File: src/media_packet_header_resync_assert.svh
// assertion macros for the packet resync block
`ifndef MEDIA_PACKET_HEADER_RESYNC_ASSERT_SVH
`define MEDIA_PACKET_HEADER_RESYNC_ASSERT_SVH

// same-cycle implication
`define MPHR_ASSERT_IMP(label, clk, rst_n, cond, expr) \
    label: assert property (@(posedge clk) disable iff (!rst_n) (cond) |-> (expr)) \
        else $error("assertion failed");

// next-cycle implication
`define MPHR_ASSERT_NEXT(label, clk, rst_n, cond, expr) \
    label: assert property (@(posedge clk) disable iff (!rst_n) (cond) |=> (expr)) \
        else $error("assertion failed");

`endif

File: src/mphr_pkg.sv
package mphr_pkg;

    localparam int BYTE_W       = 8;
    localparam int WINDOW_W     = 32;
    localparam int STREAM_W     = 16;
    localparam int TIME_W       = 32;
    localparam int LENGTH_W     = 16;
    localparam int CFG_IDX_W    = 3;
    localparam int CFG_DATA_W   = 16;
    localparam int COUNT_W      = 3;

    localparam int MAX_STREAMS_DEF = 4;
    localparam int NUM_ID_REGS     = 4;

    localparam logic [WINDOW_W-1:0] WINDOW_RESET = 32'hFFFF_FFFF;
    localparam logic [WINDOW_W-1:0] INDEX_TAG    = 32'h494E_4458;
    localparam logic [LENGTH_W-1:0] MIN_PKT_LEN  = 16'd12;
    localparam logic [LENGTH_W-1:0] INDEX_HDR_LEN = 16'd6;

    localparam logic [CFG_IDX_W-1:0] CFG_STREAM_COUNT = 3'd0;
    localparam logic [CFG_IDX_W-1:0] CFG_STREAM_ID_A  = 3'd1;

    localparam logic KIND_HEADER  = 1'b0;
    localparam logic KIND_PAYLOAD = 1'b1;

    typedef struct packed {
        logic                 item_kind;
        logic [STREAM_W-1:0]  packet_stream;
        logic [TIME_W-1:0]    packet_time;
        logic [BYTE_W-1:0]    packet_flags;
        logic [LENGTH_W-1:0]  payload_length;
        logic [BYTE_W-1:0]    payload_byte;
        logic                 last_of_packet;
    } t_result;

endpackage

File: src/media_packet_header_resync.sv
// channel  | handshake                      | payload
// in       | i_in_valid / o_in_stall        | i_in_data_byte
// out      | o_out_valid / i_out_stall      | o_out_item_kind .. o_out_last_of_packet
// cfg      | i_cfg_valid / o_cfg_ready      | i_cfg_index, i_cfg_data
//
// one byte per clock while the input is not stalled; each byte is parsed in
// the cycle it is accepted and its result, if any, is registered in the buffer
// a two-entry output buffer (result register plus skid) sets the stall:
// input stalls only while both entries hold results
// synchronous active-low reset; config is always ready
`include "media_packet_header_resync_assert.svh"

module media_packet_header_resync
    import mphr_pkg::*;
#(
    parameter int MAX_STREAMS = MAX_STREAMS_DEF
) (
    input  logic                   i_clk,
    input  logic                   i_rst_n,
    input  logic                   i_in_valid,
    output logic                   o_in_stall,
    input  logic [BYTE_W-1:0]      i_in_data_byte,
    output logic                   o_out_valid,
    input  logic                   i_out_stall,
    output logic                   o_out_item_kind,
    output logic [STREAM_W-1:0]    o_out_packet_stream,
    output logic [TIME_W-1:0]      o_out_packet_time,
    output logic [BYTE_W-1:0]      o_out_packet_flags,
    output logic [LENGTH_W-1:0]    o_out_payload_length,
    output logic [BYTE_W-1:0]      o_out_payload_byte,
    output logic                   o_out_last_of_packet,
    input  logic                   i_cfg_valid,
    output logic                   o_cfg_ready,
    input  logic [CFG_IDX_W-1:0]   i_cfg_index,
    input  logic [CFG_DATA_W-1:0]  i_cfg_data
);

    localparam int NUM_IDS = (MAX_STREAMS < NUM_ID_REGS) ? MAX_STREAMS : NUM_ID_REGS;

    typedef enum logic [3:0] {
        PH_SCAN, PH_IDX_HI, PH_IDX_LO, PH_SKIP, PH_ID_HI, PH_ID_LO,
        PH_T0, PH_T1, PH_T2, PH_T3, PH_RSV, PH_FLG, PH_PAY
    } t_phase;

    t_phase                r_phase, n_phase;
    logic [WINDOW_W-1:0]   r_window, n_window;
    logic [LENGTH_W-1:0]   r_remaining, n_remaining;
    logic [STREAM_W-1:0]   r_stream, n_stream;
    logic [TIME_W-1:0]     r_time, n_time;
    logic [BYTE_W-1:0]     r_flags, n_flags;
    logic [LENGTH_W-1:0]   r_length, n_length;
    logic [BYTE_W-1:0]     r_idx_hi, n_idx_hi;

    logic [COUNT_W-1:0]    r_stream_count;
    logic [STREAM_W-1:0]   r_stream_ids [NUM_IDS];

    logic                  r_out_valid;
    t_result               r_out;
    logic                  r_skid_valid;
    t_result               r_skid;

    logic                  in_accept;
    logic                  out_free;
    logic                  res_valid;
    t_result               res;
    logic [WINDOW_W-1:0]   shifted;
    logic [LENGTH_W-1:0]   idx_len;
    logic [LENGTH_W-1:0]   rem_dec;
    logic                  known;
    logic                  counting;

    assign in_accept   = i_in_valid && !o_in_stall;
    assign out_free    = !r_out_valid || !i_out_stall;
    assign o_in_stall  = r_skid_valid;
    assign o_cfg_ready = 1'b1;

    always_comb begin
        known = 1'b0;
        for (int i = 0; i < NUM_IDS; i++) begin
            if (COUNT_W'(i) < r_stream_count && r_stream_ids[i] == r_stream) begin
                known = 1'b1;
            end
        end
    end

    assign shifted  = {r_window[WINDOW_W-BYTE_W-1:0], i_in_data_byte};
    assign idx_len  = {r_idx_hi, i_in_data_byte};
    assign rem_dec  = (r_remaining != '0) ? r_remaining - 16'd1 : '0;
    assign counting = (r_phase == PH_SKIP) || (r_phase == PH_PAY);

    always_comb begin
        n_phase     = r_phase;
        n_window    = r_window;
        n_remaining = r_remaining;
        n_stream    = r_stream;
        n_time      = r_time;
        n_flags     = r_flags;
        n_length    = r_length;
        n_idx_hi    = r_idx_hi;
        res_valid   = 1'b0;
        res.item_kind      = KIND_HEADER;
        res.packet_stream  = r_stream;
        res.packet_time    = r_time;
        res.packet_flags   = r_flags;
        res.payload_length = r_length;
        res.payload_byte   = '0;
        res.last_of_packet = 1'b0;
        unique case (r_phase)
            PH_SCAN: begin
                n_window = shifted;
                if (shifted == INDEX_TAG) begin
                    n_phase = PH_IDX_HI;
                end else if (shifted[WINDOW_W-1:LENGTH_W] == '0
                             && shifted[LENGTH_W-1:0] >= MIN_PKT_LEN) begin
                    n_length = shifted[LENGTH_W-1:0] - MIN_PKT_LEN;
                    n_window = WINDOW_RESET;
                    n_phase  = PH_ID_HI;
                end
            end
            PH_IDX_HI: begin
                n_idx_hi = i_in_data_byte;
                n_phase  = PH_IDX_LO;
            end
            PH_IDX_LO: begin
                if (idx_len > INDEX_HDR_LEN) begin
                    n_remaining = idx_len - INDEX_HDR_LEN;
                    n_phase     = PH_SKIP;
                end else begin
                    n_phase = PH_SCAN;
                end
            end
            PH_SKIP: begin
                n_remaining = rem_dec;
                if (rem_dec == '0) begin
                    n_phase = PH_SCAN;
                end
            end
            PH_ID_HI: begin
                n_stream = {i_in_data_byte, 8'h00};
                n_phase  = PH_ID_LO;
            end
            PH_ID_LO: begin
                n_stream = {r_stream[STREAM_W-1:BYTE_W], i_in_data_byte};
                n_phase  = PH_T0;
            end
            PH_T0: begin
                n_time  = {r_time[TIME_W-BYTE_W-1:0], i_in_data_byte};
                n_phase = PH_T1;
            end
            PH_T1: begin
                n_time  = {r_time[TIME_W-BYTE_W-1:0], i_in_data_byte};
                n_phase = PH_T2;
            end
            PH_T2: begin
                n_time  = {r_time[TIME_W-BYTE_W-1:0], i_in_data_byte};
                n_phase = PH_T3;
            end
            PH_T3: begin
                n_time  = {r_time[TIME_W-BYTE_W-1:0], i_in_data_byte};
                n_phase = PH_RSV;
            end
            PH_RSV: begin
                n_phase = PH_FLG;
            end
            PH_FLG: begin
                n_flags     = i_in_data_byte;
                n_remaining = r_length;
                if (known) begin
                    n_phase            = (r_length != '0) ? PH_PAY : PH_SCAN;
                    res_valid          = 1'b1;
                    res.packet_flags   = i_in_data_byte;
                    res.last_of_packet = (r_length == '0);
                end else begin
                    n_phase = (r_length != '0) ? PH_SKIP : PH_SCAN;
                end
            end
            PH_PAY: begin
                n_remaining = rem_dec;
                if (rem_dec == '0) begin
                    n_phase = PH_SCAN;
                end
                res_valid          = 1'b1;
                res.item_kind      = KIND_PAYLOAD;
                res.payload_byte   = i_in_data_byte;
                res.last_of_packet = (rem_dec == '0);
            end
            default: begin
                n_phase = PH_SCAN;
            end
        endcase
    end

    always_ff @(posedge i_clk) begin
        if (!i_rst_n) begin
            r_phase        <= PH_SCAN;
            r_window       <= WINDOW_RESET;
            r_remaining    <= '0;
            r_stream_count <= '0;
            for (int i = 0; i < NUM_IDS; i++) begin
                r_stream_ids[i] <= '0;
            end
            r_out_valid    <= 1'b0;
            r_skid_valid   <= 1'b0;
        end else begin
            if (i_cfg_valid && o_cfg_ready) begin
                if (i_cfg_index == CFG_STREAM_COUNT) begin
                    r_stream_count <= i_cfg_data[COUNT_W-1:0];
                end
                for (int i = 0; i < NUM_IDS; i++) begin
                    if (i_cfg_index == CFG_STREAM_ID_A + CFG_IDX_W'(i)) begin
                        r_stream_ids[i] <= i_cfg_data[STREAM_W-1:0];
                    end
                end
            end
            if (in_accept) begin
                r_phase     <= n_phase;
                r_window    <= n_window;
                r_remaining <= n_remaining;
                r_stream    <= n_stream;
                r_time      <= n_time;
                r_flags     <= n_flags;
                r_length    <= n_length;
                r_idx_hi    <= n_idx_hi;
            end
            if (out_free) begin
                if (r_skid_valid) begin
                    r_out        <= r_skid;
                    r_out_valid  <= 1'b1;
                    r_skid_valid <= 1'b0;
                end else if (in_accept && res_valid) begin
                    r_out       <= res;
                    r_out_valid <= 1'b1;
                end else begin
                    r_out_valid <= 1'b0;
                end
            end else if (in_accept && res_valid) begin
                r_skid       <= res;
                r_skid_valid <= 1'b1;
            end
        end
    end

    assign o_out_valid          = r_out_valid;
    assign o_out_item_kind      = r_out.item_kind;
    assign o_out_packet_stream  = r_out.packet_stream;
    assign o_out_packet_time    = r_out.packet_time;
    assign o_out_packet_flags   = r_out.packet_flags;
    assign o_out_payload_length = r_out.payload_length;
    assign o_out_payload_byte   = r_out.payload_byte;
    assign o_out_last_of_packet = r_out.last_of_packet;

    `MPHR_ASSERT_IMP(a_skid_behind_out, i_clk, i_rst_n, r_skid_valid, r_out_valid)
    `MPHR_ASSERT_IMP(a_count_live, i_clk, i_rst_n, counting, r_remaining != '0)
    `MPHR_ASSERT_NEXT(a_skid_drains, i_clk, i_rst_n, r_skid_valid && !i_out_stall, !r_skid_valid)

endmodule

File: config.mk
export PLATFORM = sky130hd
export DESIGN_NAME = media_packet_header_resync
export DESIGN_NICKNAME = d
export VERILOG_FILES = /design/src/mphr_pkg.sv /design/src/media_packet_header_resync.sv
export VERILOG_INCLUDE_DIRS = /design/src /design/src/src
export SDC_FILE = /design/constraint.sdc
export NUM_CORES = 1
export LEC_CHECK = 0
export ABC_AREA = 1
export BUFFER_PORTS_ARGS = -buffer_cell sky130_fd_sc_hd__buf_2
export CELL_PAD_IN_SITES_DETAIL_PLACEMENT = 1
export CELL_PAD_IN_SITES_GLOBAL_PLACEMENT = 2
export CORE_MARGIN = 4
export CORE_UTILIZATION = 40
export CTS_BUF_LIST = sky130_fd_sc_hd__clkbuf_8
export CTS_CLUSTER_DIAMETER = 150
export DETAILED_ROUTE_END_ITERATION = 12
export PLACE_DENSITY = 0.92
export SLEW_MARGIN = 20
export SYNTH_ARGS = -nofsm -noshare
export SYNTH_HDL_FRONTEND = slang
export SYNTH_SLANG_ARGS = --single-unit
File: constraint.sdc
create_clock -name i_clk -period 5.9 [get_ports i_clk]
set_input_delay 0.295 -clock i_clk [delete_from_list [all_inputs] [get_ports i_clk]]
set_output_delay 0.295 -clock i_clk [all_outputs]
set_load 0.01 [all_outputs]
* Word-level counts from Yosys, hierarchy flattened
Memory sizes are Yosys's and may differ from the RTL's. Index checks and enable logic that the tools add are counted.
Word-level totals: output and inout bits 85, memory bits (writable) 64, bits of input ports 32, logic and storage cells 155, flip-flop bits (word level) 293, memories 1
Memory list:
- r_stream_ids | words 4, bits a word 16, rd ports 4, clocked after memory_dff 0, wr ports 4, RTL line media_packet_header_resync.sv:55 | logic [STREAM_W-1:0] r_stream_ids [NUM_IDS];
Operators by class: add/subtract/negate cells 3, muxes and demuxes 51, eq/ne operators 24, $lt $le $gt $ge 6, bitwise gates (word level) 8, reduce and logical (&&, ||, !) cells 36
Operator list (number):
- $mux W82 | 2
- $mux W16 | 6
- $eq A16 B16 Y1 | 4
- $logic_not A16 Y1 | 3
- $mux W24 | 2
- $pmux W16 S3 | 1
- $pmux W4 S12 | 1
- $eq A32 B31 Y1 const B | 1
- $pmux W16 S2 | 1
- $reduce_bool A16 Y1 | 2
- $mux W1 | 26
- $mux W8 | 3
- $reduce_and A3 Y1 | 8
- $eq A4 B4 Y1 const B | 5
- $mux W4 | 5
- $eq A4 B3 Y1 const B | 4
- $ge A16 B4 Y1 const B | 1
- $gt A16 B3 Y1 const B | 1
- $sub A16 B1 Y16 const B | 1
- $sub A16 B3 Y16 const B | 1
- $sub A16 B4 Y16 const B | 1
- $eq A4 B2 Y1 const B | 2
- $logic_and A1 B1 Y1 | 7
- $eq A3 B2 Y1 const B | 2
- 23 further kinds | 38

* Longest topological paths before layout
Gate-level depths: netlist (run 1). An unclocked memory read counts as a cell.
depth in word-level cells 12, mapped depth 15, mapped depth without buffers 15

* Worst setup path after synthesis (run 1)
OpenSTA, ideal clock, no wires.
kind flip-flop to flip-flop, start point register r_stream[14], end point register r_out, in the netlist o_out_item_kind, enable pin, path slack 0.523 ns, library setup time 0.523 ns, stages on the path, launching flop included 13, path buffers 1, arrival 4.854 ns, data required time 5.377 ns, clock period less this slack 5.377 ns, path through edfxtp_1 clkbuf_2 xnor2_1 nand3b_1 nor2_1 nand3_1 nand2_1 o21ai_4 nand2_1 nand2_1 nand2_1 nand2_1 nor2_1
Between the ends: longest elaborated chain between the ends 11, elaborated cells between the ends (all ways) 17, those cells by class 4 x eq/ne; 6 x mux; 7 x reduce/logical
RTL lines:
- start: declaration | RTL line media_packet_header_resync.sv:48 | logic [STREAM_W-1:0] r_stream, n_stream;
- start signal: assignment | RTL line media_packet_header_resync.sv:219 | r_stream <= n_stream;
- $eq A16 B16 Y1 | RTL line media_packet_header_resync.sv:80 | if (COUNT_W'(i) < r_stream_count && r_stream_ids[i] == r_stream) begin
- $logic_and A1 B1 Y1 | RTL line media_packet_header_resync.sv:80
- $mux W1 (3 in series) | RTL line media_packet_header_resync.sv:80
- $mux W1 * | RTL line media_packet_header_resync.sv:80
- $mux W1 * | RTL line media_packet_header_resync.sv:168 | if (known) begin
- $pmux W1 S2 * | RTL line media_packet_header_resync.sv:108 | unique case (r_phase)
- $logic_and A1 B1 Y1 * | RTL line media_packet_header_resync.sv:230 | end else if (in_accept && res_valid) begin
- $reduce_bool A2 Y1 (no source line) *
- $reduce_and A3 Y1 (no source line) *
- end signal: assignment | RTL line media_packet_header_resync.sv:227 | r_out <= r_skid;
- end signal: assignment | RTL line media_packet_header_resync.sv:231 | r_out <= res;
- end: declaration | RTL line media_packet_header_resync.sv:58 | t_result r_out;
Mark *: on every way between the ends. The rest lies on a longest branch, timed or not. A chain may end at the register's enable or synchronous reset.

* Final worst setup path (run 1)
start point register r_stream[12], end point register r_skid[30] (netlist name), enable pin
Between the ends: longest elaborated chain between the ends 10, elaborated cells between the ends (all ways) 16, those cells by class 4 x eq/ne; 6 x mux; 6 x reduce/logical
RTL lines:
- $eq A16 B16 Y1 | RTL line media_packet_header_resync.sv:80
- $logic_and A1 B1 Y1 | RTL line media_packet_header_resync.sv:80
- $mux W1 (3 in series) | RTL line media_packet_header_resync.sv:80
- $mux W1 * | RTL line media_packet_header_resync.sv:80
- $mux W1 * | RTL line media_packet_header_resync.sv:168
- $pmux W1 S2 * | RTL line media_packet_header_resync.sv:108
- $logic_and A1 B1 Y1 * | RTL line media_packet_header_resync.sv:236 | end else if (in_accept && res_valid) begin
- $reduce_and A3 Y1 (no source line) *
- end signal: assignment | RTL line media_packet_header_resync.sv:237 | r_skid <= res;
- end: declaration | RTL line media_packet_header_resync.sv:60 | t_result r_skid;
Marked as above.

==> results of run 1 <==
## cells in the final DEF, fill, tap and decap left out, types with 5 or more instances in the layout
cell type | netlist | final
nand2_1 | 519 | 519
edfxtp_1 | 308 | 308
nor2_1 | 261 | 259
inv_1 | 190 | 205
buf_2 | 8 | 115
o21ai_0 | 65 | 65
clkbuf_8 | 0 | 61
nand3_1 | 58 | 58
dfxtp_1 | 49 | 48
nand4_1 | 34 | 34
o22ai_1 | 31 | 31
a21oi_1 | 31 | 30
dlygate4sd3_1 | 0 | 25
clkinv_1 | 4 | 19
xor2_1 | 19 | 19
buf_4 | 2 | 14
nor3_1 | 16 | 13
clkinv_2 | 0 | 12
xnor2_1 | 8 | 8
a211oi_1 | 8 | 8
nand3b_1 | 7 | 7
o221ai_1 | 7 | 7
ha_1 | 6 | 6
inv_2 | 5 | 5
nor3_2 | 2 | 5
nor2_4 | 3 | 5
bufinv_16 | 0 | 5
## cells by family (layout without fill, tap and decap cells)
| kind of cell | count (synthesis) | after routing | share of synthesized area (%) |
|---|---|---|---|
| AOI/OAI and AO/OA | 158 | 158 | 5.684 |
| xor gates and xnor gates | 27 | 27 | 1.458 |
| adders and majority gates | 6 | 6 | 0.4627 |
| buffers and inverters | 246 | 465 | 5.954 |
| DFF | 357 | 357 | 63.06 |
| other | 1 | 1 | 0.02312 |
| and+or+nand+nor | 924 | 924 | 23.36 |
## flip-flops by register name (all words and copies together), names as in the netlist, 16 cells and up
name	count
o_out_packet_stream	16
o_out_packet_time	32
o_out_payload_length	16
r_length	16
r_remaining	16
r_skid	82
r_stream	16
r_stream_ids	64
r_time	32
r_window	24
## layout make-up
type | instances | area [um2]
fillers | 4563 | 21040
flip-flops and latches | 357 | 10230
multi-input cells | 1116 | 5084
repair buffers | 154 | 930.9
clock buffers | 61 | 839.6
inverters | 199 | 747.0
well taps | 525 | 656.9
clock inverters | 51 | 381.6
## power by group
group | leakage, nW | switching, mW | internal [mW]
logic | 3.98 | 1.30 | 0.534
clock network | 0.685 | 1.07 | 1.20
registers | 3.22 | 0.144 | 2.90
total | 7.89 | 2.52 | 4.63
## how the worst max path moves through the flow
stage,startpoint,end,slack [ns]
2_1_floorplan,r_stream[14]$_DFFE_PP_,o_out_item_kind$_DFFE_PP_,0.52
3_3_place_gp,r_stream[15]$_DFFE_PP_,r_skid[20]$_DFFE_PP_,2.46
3_5_place_dp,r_stream[1]$_SDFFCE_PN0P_,r_skid[18]$_DFFE_PP_,2.39
4_1_cts,r_stream[15]$_DFFE_PP_,r_skid[78]$_DFFE_PP_,2.36
5_1_grt,r_stream[15]$_DFFE_PP_,r_skid[78]$_DFFE_PP_,2.08
6_report,r_stream[12]$_DFFE_PP_,r_skid[30]$_DFFE_PP_,2.41
## through the flow
| step | utilization (%) | hold slack (ns) |
|---|---|---|
| after floorplan | - | 0.3939 |
| after global placement | 43.58 | 0.4287 |
| after detailed placement | 43.60 | 0.4404 |
| after CTS | 47.28 | 0.1091 |
| after global routing | 47.28 | 0.1668 |
| final | 47.28 | 0.1611 |
## worst reg2reg max path, stage by stage, from the launching register on
cell and delay (ns):
edfxtp_1 0.53, inv_1 0.15, nand2_1 0.12, nand2_1 0.06, nor2_1 0.16, nand2_1 0.07
nor2_1 0.10, nand3_1 0.07, nand2_1 0.13, o21ai_4 0.17, nand2_1 0.11, nand2_1 0.13
nor2_4 0.45, buf_4 0.80
## metal layers
metal / vias up / wire (um) / GRT usage [%]
met5: - / 0 / 0
met4: 0 / 1085 / 6.368
met3: 60 / 2488 / 3.094
met2: 335 / 23700 / 36.88
met1: 6141 / 21780 / 30.55
li1: 6016 / - / -
==> results.py, run 1 <==
metrics = {
    "run_status": {
        "status": "finished clean",
    },
    "global_route": {
        "track_usage_pct": 22.15,
        "antenna_found_initial": 1,
        "grt.overflow.total": 0,
        "grt_pass1_wl_um": 76160,
        "grt_max_degree": 81,
        "grt_pass1_vias": 13260,
    },
    "floorplan": {
        "dieWidth_um": 209.4,
        "rows": 73,
        "die_y_um": 209.4,
        "ios": 117,
        "start_util_pct": 40.64,
        "dieArea_um2": 43840,
        "core-area_um2": 39910,
    },
    "worst_setup_path": {
        "worst-path-buf-inv": 2,
        "crit_arrival_ns": 3.79,
        "cp_num_cells": 13,
        "worstSetupPathType": "reg -> reg",
        "reg2regPathDepth": 13,
        "r2r_start": "r_stream[12]$_DFFE_PP_",
        "crit_slowest_cell": "buf_4",
        "critPathMaxFanout": 66,
        "crit_chain": "inv_1, nand2_1, nand2_1, nor2_1, nand2_1, nor2_1, nand3_1, nand2_1, o21ai_4, nand2_1, nand2_1, nor2_4, buf_4",
        "start_kind": "flop",
        "rrSetupSlack_ns": 2.41,
        "critPathTopFamily": "simple AND/OR/NAND/NOR gates",
        "crit_required_ns": 6.20,
        "path_common_cell": "nand2_1",
        "cp-end-kind": "flop",
        "r2r-end": "r_skid[30]$_DFFE_PP_",
        "cpPeakStageDelay_ns": 0.79,
    },
    "synth": {
        "ys_ff_latch": 357,
        "yosysWarningCount": 0,
        "synth_fp_nets": 1757,
        "synthFlopType": "edfxtp_1",
        "synth_edf_count": 308,
        "synth_top_cell_area_share_pct": 57.01,
        "synth_area_leader_cell": "edfxtp_1",
        "synth_area_leaders": "edfxtp_1 (57%), nand2_1 (12%), dfxtp_1 (6.0%)",
        "ys_seq_area_share_pct": 63.06,
        "yosysMostFrequentCell": "nand2_1",
        "async_flop_share_pct": 0,
        "syn_area_per_cell_um2": 9.437,
        "syn-cell-area_um2": 16220,
        "netlist_instances": 1719,
        "synth_cell_type_count": 45,
        "ys_top_cells_by_count": "nand2_1 (519), edfxtp_1 (308), nor2_1 (261), inv_1 (190), o21ai_0 (65)",
    },
    "route": {
        "num_vias": 12550,
        "routed_wl_um": 49050,
        "viasPerCell": 5.096,
        "drt.antenna.violating_nets": 0,
        "drc": 0,
        "drt-pass1-iter-count": 5,
        "drtIter0Drc": 769,
        "routedWlPerCell_um": 19.92,
    },
    "timing": {
        "setup_viol": 0,
        "final.period_utilization_pct": 59.20,
        "slew_viol_final": 0,
        "rsz0062_at_grt": "false",
        "fmax_mhz": 286.3,
        "tns_ns": 0,
        "hold_violations": 0,
        "layout_min_cycle_time_ns": 3.493,
        "max-slew-margin-rel_pct": 35.65,
        "layout_setup_ws_ns": 2.407,
        "finClkSkew_ns": 0.05415,
        "worst_slew_pin_slew_ns": 0.9623,
    },
    "place": {
        "place_congestion": 0.9648,
        "io_buffer_count": 115,
        "preCtsSetupSlack_ns": 2.387,
        "place_hpwl_um": 35670,
        "dp.cells": 2326,
        "dpl_cell_area_um2": 17400,
    },
    "flow_run": {
        "drv_cap": 0,
    },
    "power": {
        "power.leakage_nw": 7.886,
        "power_mw": 7.147,
        "ir_drop_uv": 195.1,
        "powerDensity_nw_per_um2": 378.7,
    },
    "clock_tree": {
        "htreeDepth": 2,
        "cts_sinks": 357,
        "cts_buffer_depth": 3,
        "ctsRootBufferMaster": "clkbuf_8",
        "clk_pin_slew_ns": 0.07,
        "clock_latency_ns": 0.70,
        "cts_tree": "built",
        "post_cts_buffers": 0,
        "cts_resized": 0,
        "cts_buffers": 60,
        "cts_hold_buf": 25,
    },
    "cells_and_area": {
        "drive_gt1_share_pct": 12.85,
        "n_antenna_cell": 0,
        "final_cell_area_um2": 18870,
        "final_cells": 2463,
        "nets": 1926,
        "area_growth_pct": 16.34,
    },
    "worst_hold_path": {
        "min_path_type": "in -> reg",
        "holdCritStartpoint": "i_cfg_index[2]",
        "hold_path_end": "r_stream_count[2]$_SDFFE_PN0P_",
        "holdPathStages": 4,
    },
}
(Power assumes the default switching activity.)
==> run 2, diff against run 1 <==
- clock period: 5.9 -> 3.4 ns (I/O delays scaled with it)
==> run 2 against run 1 <==
Net effect: count of clock-buffer cells in the layout increased by 2; utilization is essentially flat; flip-flop and latch count stayed put; die area stayed put; design area is essentially flat; register-to-register slack worse by 2.0 ns; first-iteration DRC count increased by 31%; critical path depth increased by 2; via count is 1.5% higher.
==> results.py, run 2 (synthesized netlist as in run 1, its figures left out) <==
metrics = {
    "floorplan": {
        "dieWidth_um": 209.4,
        "core-area_um2": 39910,
        "die_y_um": 209.4,
        "rows": 73,
        "dieArea_um2": 43840,
        "start_util_pct": 40.64,
        "ios": 117,
    },
    "timing": {
        "final.period_utilization_pct": 87.76,
        "setup_viol": 0,
        "hold_violations": 0,
        "slew_viol_final": 0,
        "layout_setup_ws_ns": 0.4163,
        "fmax_mhz": 335.2,
        "worst_slew_pin_slew_ns": 0.9278,
        "finClkSkew_ns": 0.05506,
        "tns_ns": 0,
        "max-slew-margin-rel_pct": 37.81,
        "rsz0062_at_grt": "false",
        "layout_min_cycle_time_ns": 2.984,
    },
    "clock_tree": {
        "clock_latency_ns": 0.67,
        "cts_resized": 0,
        "cts_sinks": 357,
        "htreeDepth": 2,
        "cts_buffer_depth": 3,
        "cts_tree": "built",
        "clk_pin_slew_ns": 0.06,
        "ctsRootBufferMaster": "clkbuf_8",
        "cts_buffers": 58,
    },
    "cells_and_area": {
        "reg_top3": "r_skid (82), r_stream_ids (64)",
        "regMostFlops": "r_skid",
        "layout_common_cells": "nand2_1 (519), edfxtp_1 (308), nor2_1 (259), inv_1 (215), buf_2 (115)",
        "multiInputGateArea_um2": 5079,
        "nets": 1937,
        "largest_reg_flops": 82,
        "drive_gt1_share_pct": 12.94,
        "fillers": 4606,
        "n_antenna_cell": 0,
        "area_growth_pct": 16.38,
        "seq_area_um2": 10230,
        "final_common_cell": "nand2_1",
    },
    "worst_setup_path": {
        "crit_arrival_ns": 3.29,
        "cp-end-kind": "flop",
        "cpPeakStageDelay_ns": 0.56,
        "start_kind": "flop",
        "critPathMaxFanout": 71,
        "crit_chain": "inv_1, nand2_1, nand2_1, nor2_1, nand2_1, nor2_1, nand3_1, nand2_1, o21ai_4, nand2_1, nand2_1, nand2_1, nand2_1, nor2_4, buf_12",
        "worstSetupPathType": "reg -> reg",
        "path_common_cell": "nand2_1",
        "crit_required_ns": 3.70,
        "crit_slowest_cell": "edfxtp_1",
    },
    "route": {
        "drc": 0,
        "drtIter0Drc": 1006,
        "drt.antenna.violating_nets": 0,
        "routed_wl_um": 49690,
        "viasPerCell": 5.154,
        "routedWlPerCell_um": 20.10,
        "drt-pass1-iter-count": 6,
        "num_vias": 12740,
    },
    "global_route": {
        "grt.overflow.total": 0,
        "grt_pass1_vias": 12960,
        "antenna_found_initial": 1,
        "grt_pass1_wl_um": 75800,
        "grt_max_degree": 72,
        "track_usage_pct": 22.20,
    },
    "place": {
        "preCtsSetupSlack_ns": 0.4560,
        "place_hpwl_um": 36280,
        "place_congestion": 0.9712,
        "io_buffer_count": 115,
    },
    "power": {
        "ir_drop_uv": 367.3,
        "powerDensity_nw_per_um2": 636.1,
        "power.leakage_nw": 7.923,
    },
    "worst_hold_path": {
        "min_path_type": "in -> reg",
    },
    "flow_run": {
        "drv_cap": 0,
    },
    "run_status": {
        "status": "finished clean",
    },
}
## run 2: stage by stage
step | cell area [um2] | power, mW | hold slack [ns] | std cells | utilization, %
2_1_floorplan | 16240 | 7.591 | 0.2689 | 1719 | -
3_3_place_gp | 17530 | 8.382 | 0.4316 | 2339 | 43.92
3_5_place_dp | 17530 | 8.461 | 0.4378 | 2339 | 43.92
4_1_cts | 18880 | 12.06 | 0.004380 | 2472 | 47.30
5_1_grt | 18880 | 12.73 | 0.04238 | 2472 | 47.30
6_report | 18880 | 12.01 | 0.05164 | 2472 | 47.30
## run 2: per-layer routing
layer / GRT usage, % / wire length, um / vias up
met5: 0 / 13 / -
li1: - / - / 6037
met3: 4.215 / 2716 / 86
met2: 36.47 / 23680 / 327
met1: 30.39 / 22040 / 6288
met4: 6.166 / 1244 / 2
## run 2: final cells by class
cell class                 count  area share, %
clock buffer                  63          4.592
clock inverter                45          1.226
inverter                     199          3.956
multi-input combinational   1116          26.90
sequential                   357          54.20
tap                          525          3.479
timing repair buffer         167          5.646
## run 2: repair_timing
| item | CTS | global route |
|---|---|---|
| hold buffers | 25 | 0 |
| setup buffers | 0 | 0 |
| endpoints found under the hold margin | 106 | 0 |
## run 2: final timing paths
| path | from | endpoint | slack, ns | cells past startpoint |
|---|---|---|---|---|
| worst max-delay path | r_stream[12]$_DFFE_PP_ | o_out_packet_flags[1]$_DFFE_PP_ | 0.42 | 15 |
| worst min-delay path | i_rst_n | o_in_stall$_SDFFE_PP0P_ | 0.05 | 3 |
| worst max register to register | r_stream[12]$_DFFE_PP_ | o_out_packet_flags[1]$_DFFE_PP_ | 0.42 | 15 |
| worst min register to register | r_length[6]$_DFFE_PP_ | r_skid[15]$_DFFE_PP_ | 0.45 | 0 |
## run 2: where the power goes
group / switching, mW / internal, mW
logic: 2.24 / 0.943
clock network: 1.75 / 1.79
registers: 0.254 / 5.02
total: 4.25 / 7.76
## run 2: worst max-delay path: cells and delay by family (launching register included)
family                 cells  cell delay, ns
buffers and inverters      2            0.53
and+or+nand+nor           12            1.31
AOI/OAI and AO/OA          1            0.17
DFF                        1            0.56
==> run 3, diff against run 2 <==
- CORE_MARGIN: 4 -> 2
- CORE_UTILIZATION: 40 -> 36
- GPL_ROUTABILITY_DRIVEN: default -> 0
- PLACE_DENSITY: 0.92 -> 0.88
- clock period: 3.4 -> 2.5 ns (I/O delays scaled with it)
==> run 3 against run 2 <==
Net effect: the flow now finishes with violations (negative setup slack); flip-flop and latch count unchanged; combinational power grew 43%; design area up 7.2%; total power grew 42%; worst hold slack better by 0.021 ns; worst setup slack worse by 0.51 ns; sequential power increased by 36%; count of clock-buffer cells in the layout down 1; utilization is 1.6 points lower; routed wire length grew 2.7%; via count is 2.5% higher; critical endpoint is now o_out_packet_stream[8]$_DFFE_PP_; highest routed layer is now met4.
==> results.py, run 3 (synthesized netlist as in run 1, its figures left out) <==
metrics = {
    "power": {
        "power_frac_seq_pct": 42.1,
        "power_mw": 17.05,
        "ir_drop_uv": 420.1,
        "p_sw_share_pct": 34.88,
        "power.leakage_nw": 8.464,
        "comb_power_share_pct": 26.8,
        "p_int_mw": 11.10,
        "powerDensity_nw_per_um2": 842.2,
        "p_clk_share_pct": 31.1,
        "switchingPower_mw": 5.946,
    },
    "worst_setup_path": {
        "path_common_cell": "nand2_2",
        "crit_slowest_cell": "edfxtp_1",
        "worstSetupPathType": "reg -> reg",
        "crit_chain": "buf_4, nand2_1, nand4_1, nor2_1, nand3_1, nand2_2, o21ai_4, nand2_1, nand2_2, nand2_2, nand2_2, nor2_4, buf_12, buf_12, clkbuf_16",
        "start_kind": "flop",
        "cpPeakStageDelay_ns": 0.48,
        "cp-end-kind": "flop",
        "critPathTopFamily": "simple AND/OR/NAND/NOR gates",
        "crit_required_ns": 2.87,
        "crit_arrival_ns": 2.96,
        "critPathMaxFanout": 5,
        "worst-path-buf-inv": 4,
    },
    "cells_and_area": {
        "final_common_cell": "nand2_1",
        "nets": 2021,
        "regMostFlops": "r_skid",
        "final_cells": 2625,
        "reg_top3": "r_skid (82), r_stream_ids (64)",
        "area_growth_pct": 24.77,
        "layout_common_cells": "nand2_1 (498), edfxtp_1 (308), nor2_1 (243), inv_1 (196), buf_2 (115)",
        "drive_gt1_share_pct": 19.39,
        "largest_reg_flops": 82,
    },
    "clock_tree": {
        "cts_tree": "built",
        "ctsRootBufferMaster": "clkbuf_8",
        "cts_sinks": 357,
        "htreeDepth": 2,
        "cts_buffer_depth": 3,
        "clock_latency_ns": 0.68,
        "cts_buffers": 58,
        "clk_pin_slew_ns": 0.06,
    },
    "run_status": {
        "status": "complete, but fails checks",
        "violations": "negative setup slack",
    },
    "place": {
        "io_buffer_count": 115,
        "place_hpwl_um": 36950,
        "dp.cells": 2456,
        "preCtsSetupSlack_ns": -0.1031,
    },
    "timing": {
        "hold_violations": 0,
        "layout_setup_ws_ns": -0.09311,
        "setup_viol": 76,
        "fmax_mhz": 385.6,
        "worst_slew_pin_slew_ns": 0.6080,
        "tns_ns": -4.389,
        "layout_min_cycle_time_ns": 2.593,
        "whs_ns": 0.07280,
        "finClkSkew_ns": 0.04265,
        "final.period_utilization_pct": 103.7,
        "max-slew-margin-rel_pct": 59.04,
        "rsz0062_at_grt": "true",
        "slew_viol_final": 0,
    },
    "floorplan": {
        "dieWidth_um": 216.3,
        "core-area_um2": 44320,
        "start_util_pct": 36.61,
        "rows": 77,
        "die_y_um": 216.3,
        "dieArea_um2": 46780,
        "ios": 117,
    },
    "global_route": {
        "grt_pass1_vias": 13310,
        "antenna_found_initial": 1,
        "grt.overflow.total": 0,
        "grt_max_degree": 117,
        "track_usage_pct": 21.36,
        "grt_pass1_wl_um": 76600,
    },
    "route": {
        "routedWlPerCell_um": 19.44,
        "drtIter0Drc": 1041,
        "drt-pass1-iter-count": 6,
        "drc": 0,
        "drt.antenna.violating_nets": 0,
        "viasPerCell": 4.974,
        "num_vias": 13060,
        "routed_wl_um": 51030,
    },
    "flow_run": {
        "drv_cap": 0,
    },
    "worst_hold_path": {
        "min_path_type": "in -> reg",
    },
}
[run 3: per-layer routing]
metal | GRT usage, % | share of wire [%] | vias to the layer above
met5 | 0 | 0 | -
met4 | 8.128 | 3.4 | 0
met3 | 3.593 | 5.5 | 93
met2 | 35.06 | 48 | 354
met1 | 28.38 | 44 | 6396
li1 | - | - | 6214
[run 3: area by class of cell]
type / count / area [um2]
antenna: 1 / 2.502
clock buffer: 62 / 853.3
clock inverter: 47 / 356.6
fill: 5077 / 24080
inverter: 199 / 747.0
multi-input combinational: 1116 / 5269
sequential: 357 / 10230
tap: 592 / 740.7
timing repair buffer: 251 / 2039
[run 3: stage by stage]
step / area [um2] / util [%]
after global routing: 20240 / 45.67
after floorplan: 16310 / -
after CTS: 19840 / 44.76
after global placement: 18130 / 40.91
final: 20240 / 45.67
after detailed placement: 18130 / 40.91
[run 3: what timing repair did]
action,4_1_cts,5_1_grt
gates cloned,1,6
endpoints found under the setup margin,84,163
endpoints found under the hold margin,126,0
setup buffers,14,9
gates resized for setup,13,56
hold buffers,30,0
pin swaps,3,19
[run 3: power groups by stage]
stage	logic [mW]	registers (mW)	clock network, mW
floorplan	3.19	7.16	0
global placement	4.26	7.27	0
detailed placement	4.35	7.29	0
CTS	4.45	7.16	5.42
global route	5.09	7.21	5.65
finish	4.57	7.17	5.30
[run 3: worst paths after layout]
kind / start / end / slack (ns) / depth (start not counted)
worst max register to register: r_stream[13]$_DFFE_PP_ / o_out_packet_stream[8]$_DFFE_PP_ / -0.09 / 15
worst max-delay path: r_stream[13]$_DFFE_PP_ / o_out_packet_stream[8]$_DFFE_PP_ / -0.09 / 15
worst min register to register: r_length[5]$_DFFE_PP_ / r_skid[14]$_DFFE_PP_ / 0.45 / 0
worst min-delay path: i_cfg_valid / r_stream_ids[3][1]$_SDFFCE_PN0P_ / 0.07 / 4
[run 3: worst register-to-register path, stage by stage, from the launching register on]
cell,delay (ns)
edfxtp_1,0.48
buf_4,0.20
nand2_1,0.10
nand4_1,0.17
nor2_1,0.19
nand3_1,0.12
nand2_2,0.10
o21ai_4,0.07
nand2_1,0.08
nand2_2,0.06
nand2_2,0.06
nand2_2,0.08
nor2_4,0.16
buf_12,0.14
buf_12,0.15
clkbuf_16,0.15
